### src/hdl/tsr_pkg.sv
`default_nettype none

package tsr_pkg;

    // slot index width for the largest window
    localparam int SLOT_W = 6;
    localparam int LIM_W  = 7;
    localparam int GCNT_W = 4;

    typedef struct packed {
        logic              set_en;
        logic [SLOT_W-1:0] set_slot;
        logic              clr_en;
        logic [SLOT_W-1:0] clr_slot;
        logic              clr_all;
        logic              trim_en;
        logic [SLOT_W-1:0] trim_base;
        logic [LIM_W-1:0]  trim_lim;
    } t_valid_cmd;

endpackage

`default_nettype wire

### src/hdl/tsr_byte_ram.sv
`default_nettype none

module tsr_byte_ram #(
    parameter int WINDOW = 64
) (
    input  wire logic                      i_clk,
    input  wire logic                      i_we,
    input  wire logic [$clog2(WINDOW)-1:0] i_waddr,
    input  wire logic [7:0]                i_wdata,
    input  wire logic                      i_re,
    input  wire logic [$clog2(WINDOW)-1:0] i_raddr,
    output logic      [7:0]                o_rdata
);

    logic [7:0] r_mem [WINDOW];
    logic [7:0] r_rdata;

    always_ff @(posedge i_clk) begin
        if (i_we) begin
            r_mem[i_waddr] <= i_wdata;
        end
        if (i_re) begin
            r_rdata <= r_mem[i_raddr];
        end
    end

    assign o_rdata = r_rdata;

endmodule

`default_nettype wire

### src/hdl/tsr_valid_store.sv
`default_nettype none

module tsr_valid_store #(
    parameter int WINDOW = 64
) (
    input  wire logic                        i_clk,
    input  wire logic                        i_rst_n,
    input  wire tsr_pkg::t_valid_cmd         i_cmd,
    output logic [WINDOW-1:0]                o_valid,
    output logic [tsr_pkg::GCNT_W-1:0]       o_grp_cnt [(WINDOW+7)/8]
);

    localparam int SW   = $clog2(WINDOW);
    localparam int NGRP = (WINDOW + 7) / 8;
    localparam int LW   = tsr_pkg::LIM_W;

    logic [WINDOW-1:0]           r_valid;
    logic [WINDOW-1:0]           n_valid;
    logic [WINDOW-1:0]           w_keep;
    logic [LW-1:0]               w_off [WINDOW];
    logic [LW-1:0]               w_base;
    logic [NGRP*8-1:0]           w_pad;
    logic [tsr_pkg::GCNT_W-1:0]  w_grp [NGRP];
    logic [tsr_pkg::GCNT_W-1:0]  r_grp [NGRP];

    assign w_base = LW'(i_cmd.trim_base[SW-1:0]);

    // keep a slot while its distance from the window base is below the limit
    always_comb begin
        for (int s = 0; s < WINDOW; s++) begin
            if (LW'(s) >= w_base) begin
                w_off[s] = LW'(s) - w_base;
            end else begin
                w_off[s] = LW'(s) + LW'(WINDOW) - w_base;
            end
            w_keep[s] = (w_off[s] < i_cmd.trim_lim);
        end
    end

    always_comb begin
        n_valid = r_valid;
        if (i_cmd.trim_en) begin
            n_valid = r_valid & w_keep;
        end
        if (i_cmd.set_en) begin
            n_valid[i_cmd.set_slot[SW-1:0]] = 1'b1;
        end
        if (i_cmd.clr_en) begin
            n_valid[i_cmd.clr_slot[SW-1:0]] = 1'b0;
        end
        if (i_cmd.clr_all) begin
            n_valid = '0;
        end
    end

    always_ff @(posedge i_clk) begin
        if (!i_rst_n) begin
            r_valid <= '0;
        end else begin
            r_valid <= n_valid;
        end
    end

    // per-group occupancy, registered
    assign w_pad = (NGRP*8)'(r_valid);

    always_comb begin
        for (int g = 0; g < NGRP; g++) begin
            w_grp[g] = '0;
            for (int b = 0; b < 8; b++) begin
                w_grp[g] = w_grp[g] + tsr_pkg::GCNT_W'(w_pad[g*8+b]);
            end
        end
    end

    always_ff @(posedge i_clk) begin
        for (int g = 0; g < NGRP; g++) begin
            r_grp[g] <= w_grp[g];
        end
    end

    assign o_valid   = r_valid;
    assign o_grp_cnt = r_grp;

endmodule

`default_nettype wire

### src/hdl/tcp_stream_reassembler.sv
// channel   handshake            payload
// request   start / busy         i_stream_index i_has_byte i_data_byte i_final_mark i_room
// result    o_strobe, one cycle  o_out_valid o_out_byte o_stream_closed o_run_last
//                                o_pending_count
//
// open-stream item: insert, scan, finish, close, emit per released byte; a final item first trims, waits, counts
// the valid-flag scan walks one slot per cycle and the byte ram gives one read per cycle
// an item arriving after close gives one status result and never leaves idle
// reset is synchronous and clears all valid flags at once, no clearing pass
// results leave as a back-to-back burst, the receiver cannot stall it
`default_nettype none

module tcp_stream_reassembler #(
    parameter int WINDOW = 64
) (
    input  wire logic        i_clk,
    input  wire logic        i_rst_n,
    input  wire logic        start,
    output logic             busy,
    input  wire logic [63:0] i_stream_index,
    input  wire logic        i_has_byte,
    input  wire logic [7:0]  i_data_byte,
    input  wire logic        i_final_mark,
    input  wire logic [6:0]  i_room,
    output logic             o_strobe,
    output logic             o_out_valid,
    output logic [7:0]       o_out_byte,
    output logic             o_stream_closed,
    output logic             o_run_last,
    output logic [6:0]       o_pending_count
);

    localparam int SW   = $clog2(WINDOW);
    localparam int CW   = $clog2(WINDOW + 1);
    localparam int NGRP = (WINDOW + 7) / 8;
    localparam int LW   = tsr_pkg::LIM_W;

    localparam logic [3:0] S_IDLE = 4'd0;
    localparam logic [3:0] S_DISC = 4'd1;
    localparam logic [3:0] S_WAIT = 4'd2;
    localparam logic [3:0] S_CNT  = 4'd3;
    localparam logic [3:0] S_INS  = 4'd4;
    localparam logic [3:0] S_SCAN = 4'd5;
    localparam logic [3:0] S_FIN  = 4'd6;
    localparam logic [3:0] S_CLS  = 4'd7;
    localparam logic [3:0] S_EMIT = 4'd8;

    logic [3:0]    r_state, n_state;
    logic [63:0]   r_idx, n_idx;
    logic          r_has, n_has;
    logic [7:0]    r_byte, n_byte;
    logic [CW-1:0] r_room, n_room;
    logic [63:0]   r_next, n_next;
    logic [63:0]   r_end, n_end;
    logic          r_end_known, n_end_known;
    logic          r_closed, n_closed;
    logic [CW-1:0] r_held, n_held;
    logic [SW-1:0] r_base, n_base;
    logic [SW-1:0] r_sptr, n_sptr;
    logic [CW-1:0] r_cnt, n_cnt;
    logic          r_out_strobe, n_out_strobe;
    logic          r_out_mem, n_out_mem;
    logic          r_out_last, n_out_last;

    tsr_pkg::t_valid_cmd         w_cmd;
    logic [WINDOW-1:0]           w_valid;
    logic [tsr_pkg::GCNT_W-1:0]  w_grp [NGRP];
    logic [CW-1:0]               w_grp_sum;
    logic                        w_we;
    logic                        w_re;
    logic [7:0]                  w_rdata;
    logic [64:0]                 w_diff;
    logic [64:0]                 w_ediff;
    logic                        w_keep;
    logic [LW-1:0]               w_sum;
    logic [LW-1:0]               w_slot7;
    logic [SW-1:0]               w_slot;
    logic [LW-1:0]               w_lim;

    function automatic logic [SW-1:0] slot_inc(input logic [SW-1:0] x);
        slot_inc = (x == SW'(WINDOW - 1)) ? '0 : x + SW'(1);
    endfunction

    tsr_valid_store #(
        .WINDOW (WINDOW)
    ) u_valid (
        .i_clk     (i_clk),
        .i_rst_n   (i_rst_n),
        .i_cmd     (w_cmd),
        .o_valid   (w_valid),
        .o_grp_cnt (w_grp)
    );

    tsr_byte_ram #(
        .WINDOW (WINDOW)
    ) u_ram (
        .i_clk   (i_clk),
        .i_we    (w_we),
        .i_waddr (w_slot),
        .i_wdata (r_byte),
        .i_re    (w_re),
        .i_raddr (r_base),
        .o_rdata (w_rdata)
    );

    // acceptance window check and target slot
    assign w_diff  = {1'b0, r_idx} - {1'b0, r_next};
    assign w_keep  = r_has && !w_diff[64] && (w_diff[63:0] < 64'(r_room))
                     && (!r_end_known || (r_idx < r_end));
    assign w_sum   = LW'(r_base) + w_diff[LW-1:0];
    assign w_slot7 = (w_sum >= LW'(WINDOW)) ? w_sum - LW'(WINDOW) : w_sum;
    assign w_slot  = w_slot7[SW-1:0];

    // bytes kept after the end is learned
    assign w_ediff = {1'b0, r_end} - {1'b0, r_next};
    assign w_lim   = w_ediff[64] ? '0 :
                     (w_ediff[63:0] >= 64'(WINDOW)) ? LW'(WINDOW) : w_ediff[LW-1:0];

    always_comb begin
        w_grp_sum = '0;
        for (int g = 0; g < NGRP; g++) begin
            w_grp_sum = w_grp_sum + CW'(w_grp[g]);
        end
    end

    always_comb begin
        n_state      = r_state;
        n_idx        = r_idx;
        n_has        = r_has;
        n_byte       = r_byte;
        n_room       = r_room;
        n_next       = r_next;
        n_end        = r_end;
        n_end_known  = r_end_known;
        n_closed     = r_closed;
        n_held       = r_held;
        n_base       = r_base;
        n_sptr       = r_sptr;
        n_cnt        = r_cnt;
        n_out_strobe = 1'b0;
        n_out_mem    = 1'b0;
        n_out_last   = 1'b0;
        w_cmd        = '0;
        w_we         = 1'b0;
        w_re         = 1'b0;

        case (r_state)
            S_IDLE: begin
                if (start) begin
                    if (r_closed) begin
                        n_out_strobe = 1'b1;
                        n_out_last   = 1'b1;
                    end else begin
                        n_idx  = i_stream_index;
                        n_has  = i_has_byte;
                        n_byte = i_data_byte;
                        n_room = (i_room > 7'(WINDOW)) ? CW'(WINDOW) : i_room[CW-1:0];
                        if (i_final_mark) begin
                            n_end_known = 1'b1;
                            if (!i_has_byte || (&i_stream_index)) begin
                                n_end = i_stream_index;
                            end else begin
                                n_end = i_stream_index + 64'd1;
                            end
                            n_state = S_DISC;
                        end else begin
                            n_state = S_INS;
                        end
                    end
                end
            end
            S_DISC: begin
                w_cmd.trim_en   = 1'b1;
                w_cmd.trim_base = tsr_pkg::SLOT_W'(r_base);
                w_cmd.trim_lim  = w_lim;
                n_state         = S_WAIT;
            end
            S_WAIT: begin
                n_state = S_CNT;
            end
            S_CNT: begin
                n_held  = w_grp_sum;
                n_state = S_INS;
            end
            S_INS: begin
                if (w_keep && !w_valid[w_slot]) begin
                    w_we           = 1'b1;
                    w_cmd.set_en   = 1'b1;
                    w_cmd.set_slot = tsr_pkg::SLOT_W'(w_slot);
                    n_held         = r_held + CW'(1);
                end
                n_sptr  = r_base;
                n_cnt   = '0;
                n_state = S_SCAN;
            end
            S_SCAN: begin
                if ((r_cnt < r_room) && w_valid[r_sptr]) begin
                    n_cnt  = r_cnt + CW'(1);
                    n_sptr = slot_inc(r_sptr);
                end else begin
                    n_state = S_FIN;
                end
            end
            S_FIN: begin
                n_next  = r_next + 64'(r_cnt);
                n_held  = r_held - r_cnt;
                n_state = S_CLS;
            end
            S_CLS: begin
                if (r_end_known && (r_next >= r_end)) begin
                    n_closed      = 1'b1;
                    n_held        = '0;
                    w_cmd.clr_all = 1'b1;
                end
                if (r_cnt == '0) begin
                    n_out_strobe = 1'b1;
                    n_out_last   = 1'b1;
                    n_state      = S_IDLE;
                end else begin
                    n_state = S_EMIT;
                end
            end
            S_EMIT: begin
                w_re           = 1'b1;
                w_cmd.clr_en   = 1'b1;
                w_cmd.clr_slot = tsr_pkg::SLOT_W'(r_base);
                n_base         = slot_inc(r_base);
                n_cnt          = r_cnt - CW'(1);
                n_out_strobe   = 1'b1;
                n_out_mem      = 1'b1;
                n_out_last     = (r_cnt == CW'(1));
                if (r_cnt == CW'(1)) begin
                    n_state = S_IDLE;
                end
            end
            default: begin
                n_state = S_IDLE;
            end
        endcase
    end

    always_ff @(posedge i_clk) begin
        if (!i_rst_n) begin
            r_state      <= S_IDLE;
            r_next       <= '0;
            r_end        <= '0;
            r_end_known  <= 1'b0;
            r_closed     <= 1'b0;
            r_held       <= '0;
            r_base       <= '0;
            r_sptr       <= '0;
            r_cnt        <= '0;
            r_out_strobe <= 1'b0;
            r_out_mem    <= 1'b0;
            r_out_last   <= 1'b0;
        end else begin
            r_state      <= n_state;
            r_next       <= n_next;
            r_end        <= n_end;
            r_end_known  <= n_end_known;
            r_closed     <= n_closed;
            r_held       <= n_held;
            r_base       <= n_base;
            r_sptr       <= n_sptr;
            r_cnt        <= n_cnt;
            r_out_strobe <= n_out_strobe;
            r_out_mem    <= n_out_mem;
            r_out_last   <= n_out_last;
        end
    end

    // request payload
    always_ff @(posedge i_clk) begin
        r_idx  <= n_idx;
        r_has  <= n_has;
        r_byte <= n_byte;
        r_room <= n_room;
    end

    assign busy            = (r_state != S_IDLE);
    assign o_strobe        = r_out_strobe;
    assign o_out_valid     = r_out_mem;
    assign o_out_byte      = r_out_mem ? w_rdata : 8'd0;
    assign o_stream_closed = r_closed;
    assign o_run_last      = r_out_last;
    assign o_pending_count = 7'(r_held);

endmodule

`default_nettype wire

### config.mk
export PLATFORM = sky130hd
export DESIGN_NAME = tcp_stream_reassembler
export DESIGN_NICKNAME = d
export VERILOG_FILES = /design/src/hdl/tsr_pkg.sv /design/src/hdl/tsr_byte_ram.sv /design/src/hdl/tsr_valid_store.sv /design/src/hdl/tcp_stream_reassembler.sv
export SDC_FILE = /design/constraint.sdc
export NUM_CORES = 2
export LEC_CHECK = 0
export ABC_AREA = 0
export BUFFER_PORTS_ARGS = -buffer_cell sky130_fd_sc_hd__buf_2
export CAP_MARGIN = 20
export CORE_MARGIN = 2
export CORE_UTILIZATION = 25
export DETAILED_ROUTE_END_ITERATION = 8
export GPL_TIMING_DRIVEN = 0
export HOLD_SLACK_MARGIN = 0.15
export SETUP_SLACK_MARGIN = 0.3
export SYNTH_ARGS = -nofsm -noshare
export SYNTH_HDL_FRONTEND = slang
export SYNTH_SLANG_ARGS = --single-unit
### constraint.sdc
create_clock -name i_clk -period 14.65 [get_ports i_clk]
set_input_delay 2.93 -clock i_clk [delete_from_list [all_inputs] [get_ports i_clk]]
set_output_delay 2.93 -clock i_clk [all_outputs]
set_load 0.02 [all_outputs]
Word level (Yosys, flattened, before mapping)
Memories as Yosys holds them, arrays and structs flattened. A register that Yosys moved wholly into a read port is not among the register bits.
Index checks and enable logic that the tools add are counted.
{ "classes": {"n_addsub": 203, "magnitude_cmp": 141, "n_eq_ne": 18, "mux": 112, "n_bitwise": 6, "reduce_logical": 29} }
{ "ops": {"columns": ["cell", "count"], "rows": [
  ["$mux 7", 72],
  ["$lt 7x7->1", 65],
  ["$sub 7x6->7 const A", 64],
  ["$mux 64", 4],
  ["$sub 6x6->7 const A", 32],
  ["$add 4x1->4", 48],
  ["$ge 6x6->1 const A", 32],
  ["$sub 64x64->65", 2],
  ["$and 64x64->64", 2],
  ["$sub 5x6->7 const A", 16],
  ["$ge 5x6->1 const A", 16],
  ["$add 64x1->64 const B", 1],
  ["$add 64x7->64", 1],
  ["$ge 64x64->1", 1],
  ["$ge 64x7->1 const B", 1],
  ["$lt 64x64->1", 1],
  ["$lt 64x7->1", 1],
  ["$not 64->64", 1],
  ["$or 64x64->64", 1],
  ["$reduce_and 64->1", 1],
  ["$sub 4x6->7 const A", 8],
  ["$ge 4x6->1 const A", 8],
  ["$pmux 4 s9", 1],
  ["$add 7x4->7", 4],
  ["52 further kinds", 126]
]} }
{ "word_totals": {"reg_bits": 339, "ramBits": 512, "in_bits": 84, "out_inout_bits": 20, "elab_cells": 535, "memories": 1} }
{ "memory_table": {"columns": ["name", "words", "width", "rd", "rd_clocked_by_memory_dff", "write_ports", "line", "rtl"], "rows": [
  ["u_ram.r_mem", 64, 8, 1, 1, 1, "tsr_byte_ram.sv:15", "logic [7:0] r_mem [WINDOW];"]
]} }

Logic depth before layout (Yosys ltp)
{ "logic_depth": {"depth_word": 18, "depth_mapped": 26, "mapped_depth_nobuf": 24} }

Modules after synthesis
A second synthesis with hierarchy kept.
{ "hier_totals": {"cells_unflattened": 5650, "area_unflattened_um2": 56815.7} }
{ "modules_own_cells": {"columns": ["module", "instances", "cells_per_inst", "area_each_um2", "seq_area_each_um2"], "rows": [
  ["tcp_stream_reassembler", 1, 2999, 23736.5, 5665.4],
  ["tsr_byte_ram", 1, 940, 20246.9, 15615.0],
  ["tsr_valid_store", 1, 1711, 12832.3, 1921.8]
]} }

Worst setup path after synthesis
OpenSTA, ideal clock, no wires.
{ "synth_path": {"path_kind": "input to register", "start": "input port start", "end": "register r_end[28]", "setup_time_ps": 137, "arrival_time_ps": 7687, "required_ps": 14513, "slack_ps": 6825, "stages": 7, "n_path_buf": 3, "path_cell_list": "nand2_1 > nor2_1 > and2_1 > clkbuf_1 > clkbuf_1 > clkbuf_1 > a211oi_1"} }
{ "synth_between": {"elab_chain_len": 1} }
{ "synth_lines": {"columns": ["item", "line", "rtl"], "rows": [
  ["start, declared", "tcp_stream_reassembler.sv:18", "input wire logic start,"],
  ["$reduce_and 4->1 (no source line)", null, null],
  ["end signal, assigned", "tcp_stream_reassembler.sv:259", "r_end <= n_end;"],
  ["end, declared", "tcp_stream_reassembler.sv:54", "logic [63:0] r_end, n_end;"]
]} }
No other way between the ends.
A chain may end at the register's enable or synchronous reset.

Worst setup path after layout
{ "layout_path": {"start": "register r_base[1]", "end": "memory u_ram.r_mem[1][0], enable pin"} }
{ "layout_between": {"elab_chain_len": 11, "word_cells_on_any_way": 12, "classes_between": "add/sub (2); order compare (1); mux (7); reduce/logical (2)"} }
{ "layout_lines": {"columns": ["item", "line", "rtl"], "rows": [
  ["start, declared", "tcp_stream_reassembler.sv:58", "logic [SW-1:0] r_base, n_base;"],
  ["start signal, assigned", "tcp_stream_reassembler.sv:263", "r_base <= n_base;"],
  ["$add 6x7->7 *", "tcp_stream_reassembler.sv:110", "assign w_sum = LW'(r_base) + w_diff[LW-1:0];"],
  ["$sub 6x1->6 or $ge 7x7->1 (tied branches)", "tcp_stream_reassembler.sv:111", "assign w_slot7 = (w_sum >= LW'(WINDOW)) ? w_sum - LW'(WINDOW) : w_sum;"],
  ["$mux 6 *", "tcp_stream_reassembler.sv:111", null],
  ["$bmux 1 s6", "tcp_stream_reassembler.sv:186", "if (w_keep && !w_valid[w_slot]) begin"],
  ["$mux 1 (not written as such)", "tcp_stream_reassembler.sv:186", null],
  ["$logic_not 1->1", "tcp_stream_reassembler.sv:186", null],
  ["$logic_and 1x1->1", "tcp_stream_reassembler.sv:186", null],
  ["$mux 1", "tcp_stream_reassembler.sv:186", null],
  ["$mux 1", "tcp_stream_reassembler.sv:147", "case (r_state)"],
  ["$mux 1", "tsr_byte_ram.sv:19", "if (i_we) begin"],
  ["$mux 1 (not written as such)", "tsr_byte_ram.sv:20", "r_mem[i_waddr] <= i_wdata;"],
  ["end, declared", "tsr_byte_ram.sv:15", null]
]} }
Mark *: on every way between the ends. The rest lies on a longest branch, timed or not. The select of a mux whose other input is x is not followed.

==> run summary <==
status: complete, no violations
worst-case clock buffer depth: 3
num rows: 174
Switch Pwr: 0.002554 W
gr ovfl total: 0
logic gate share of total power: 28.9%
final core occ: 28.82%
Fillers: 23380
worst-skew pair later-pin latency: 780 ps
chip width: 479.1 um
Post-Syn Instances: 5549
CTS tree: done
DR vias: 47210
P_int: 0.004798 W
Final Slew Violations: 0
Period Utilization, post-route: 82.55%
Max FO, Critical Path: 10
vias in the first global route: 44980
Fmax: 82.69 MHz
synthesized area: 56430 um^2
Worst-path clk slew: 70 ps
Die Area: 229500 um^2
first-pass GRT wire length: 321.0 mm
met2 usage: 28.56%
grt peak-use layer: met2
post-synthesis sequential area ratio: 41.12%
GR Layer Usage met3: 3.646%
Mean Syn Cell Area: 10.17 um^2
RSZ-0062 raised after global routing: no
Synth top area share: 31.93%
setup_tns: 0 ps
final hold vios: 0
hold path depth: 2
Detailed Routing Iterations Pass 1: 6
largest net degree at the start of global routing: 41
cts bufs inserted: 90
Tot GR Track Use: 18.88%
dpl hpwl: 179.9 mm
M1 GR Usage: 26.75%
CP endpoint kind: flip-flop
CORE AREA: 224700 um^2
WP data arrival: 12470 ps
Post-CTS Resized: 0
area leader, netlist: edfxtp_1
crit start category: flip-flop
gpl congestion: 1.022
Slew HR: 15.35%
YS warnings: 0
Pwr Density: 113.5 nW/um^2
setup bufs post-CTS: 0
Root Driver: clkbuf_16
layout cell share with drive strength beyond 1: 10.16%
Synth Flop Type: edfxtp_1
Starting Density: 25.12%
Clock Power Share: 33.2%
cts hold-fix bufs: 0
switching share of total power: 34.74%
initial antenna violation count: 22
CTS H-tree depth: 3
Routed WL: 224.5 mm
synthesized flop and latch total: 859
asr flop ratio synth: 0%
final worst path period need: 12090 ps
maxcap violations: 0
worst hold path class: flip-flop to flip-flop
maximum VDD drop: 101.7 uV
Seq pwr share: 37.9%
Worst-Margin Slew: 1270 ps
vias per cell: 5.324
PortBufs: 103
Detail Route Antenna Nets: 0
top cells by area, synth: edfxtp_1, dfxtp_1, ha_1
P_leak: 23.09 nW
Req. time, crit path: 15020 ps
Starting DRT DRC Count: 5132
die extent in y: 479.1 um
R2R depth: 22
Yosys cell types: 111
EDFF count, synth: 600
DRC: 0
Crit Path Category: flip-flop to flip-flop
syn_nets: 6083
endpoints failing setup: 0
Ports: 104
CTS sink count: 859
Avg WL per Cell: 25.32 um
Layout Nets: 6323
Layout area overhead: 14.77%
Layout Skew: 97.13 ps
[cells by family (layout without fill, tap and decap cells)]
family	Yosys count	in the layout	synth area share, %
AND/OR/NAND/NOR	1610	1610	13.86
XOR/XNOR	269	269	4.175
buffers and inverters	693	1010	4.741
other	1	10	0.006646
adder cells (fa/ha/maj)	492	492	11.53
multiplexers	242	242	8.661
flip-flops	859	859	41.12
AO/OA/AOI/OAI	1383	1383	15.90
[routing by layer]
layer  share of wire (%)  vias up  wire [um]
met5               0.092        -        207
met4                 3.7       22       8260
met3                 8.2      366      18310
met2                  43     2216      96990
met1                  45    23460     100700
li1                    -    21150          -
[final timing paths]
check	startpoint	to	slack [ps]
worst max-delay path	r_base[1]	u_ram.r_mem[1][0]	2560
worst min-delay path	r_next[26]	r_next[26]	500
worst max register to register	r_base[1]	u_ram.r_mem[1][0]	2560
worst min register to register	r_next[26]	r_next[26]	500
[placed cells by master, fill, tap and decap left out, types with 195 or more instances in the layout]
cell type  Yosys  final
ha_1         390    390
dfxtp_1      259    259
a21oi_1      427    427
xnor2_1      195    195
edfxtp_1     600    600
mux4_2       196    196
inv_1        409    411
clkbuf_1     213    228
nor2_1       404    403
o21ai_0      243    243
nand2_1      468    468
[flip-flops by register name, summed over array words and instances, names as in the netlist, 4 cells and up]
| register | cells |
|---|---|
| r_end | 64 |
| r_next | 64 |
| u_valid.o_valid | 64 |
| u_valid.o_grp_cnt | 32 |
| r_byte | 8 |
| u_ram.r_mem | 512 |
| u_ram.o_rdata | 8 |
| o_pending_count | 7 |
| r_idx | 64 |
| r_state | 4 |
| r_base | 6 |
| r_sptr | 6 |
| r_cnt | 7 |
| r_room | 7 |
[worst max-delay path, stage by stage, from the launching register on]
cell,delay [ps]
dfxtp_1,420
clkbuf_1,620
buf_16,220
clkbuf_1,630
clkbuf_1,590
buf_1,900
inv_1,410
fa_1,620
clkbuf_1,460
buf_1,460
buf_1,500
mux4_2,390
mux2i_1,240
mux2_2,290
o2111ai_1,120
a2111oi_0,740
nand4_1,380
nor4_1,740
nand4_1,190
nand4bb_1,890
nor3b_2,980
nand2_1,340
inv_1,490
[area by class of cell]
class / count / area, um^2 / share of cell area (%)
multi-input cells: 3997 / 30600 / 47.25
flip-flops and latches: 859 / 23200 / 35.83
well taps: 2992 / 3744 / 5.781
clock buffers: 111 / 2391 / 3.692
inverters: 417 / 1565 / 2.417
repair buffers: 148 / 1358 / 2.096
plain buffers: 276 / 1111 / 1.716
clock inverters: 58 / 769.5 / 1.188
diodes: 9 / 22.52 / 0.03478
[stage by stage]
step                setup slack, ps  total power [W]  hold slack, ps  area (um^2)  cells
floorplan                      6825         0.004115           449.2        56430   5549
global placement               1863         0.004835           472.1        60690   8644
detailed placement             3002         0.004880           487.8        61520   8682
CTS                            2946         0.007323           497.2        64680   8851
global route                   2558         0.007639           516.7        64750   8863
finish                         2557         0.007353           497.9        64760   8867
[Yosys cell counts (all sizes together), types with 24 or more instances]
cell / number
o21ai: 287
maj3: 42
mux2i: 36
a21o: 106
xnor2: 195
nor4: 44
and3: 55
o21a: 56
nor3: 107
o211ai: 24
edfxtp: 600
nor2b: 58
nand2b: 49
nand3: 124
and2: 61
fa: 60
ha: 390
nor2: 404
nand2: 468
mux4: 196
buf: 63
dfxtp: 259
a31oi: 38
or3: 45
a21oi: 428
xor2: 74
o21bai: 31
clkbuf: 213
a21boi: 26
a221oi: 55
nand4: 107
inv: 412
a211oi: 98
[power groups by stage]
stage	combinational (W)	sequential, W	clock [W]
floorplan	0.00128	0.00283	0
global placement	0.00194	0.00290	0
detailed placement	0.00204	0.00284	0
CTS	0.00205	0.00279	0.00248
global route	0.00228	0.00279	0.00257
finish	0.00213	0.00279	0.00244
No activity file was read; power rests on OpenSTA's default activity.
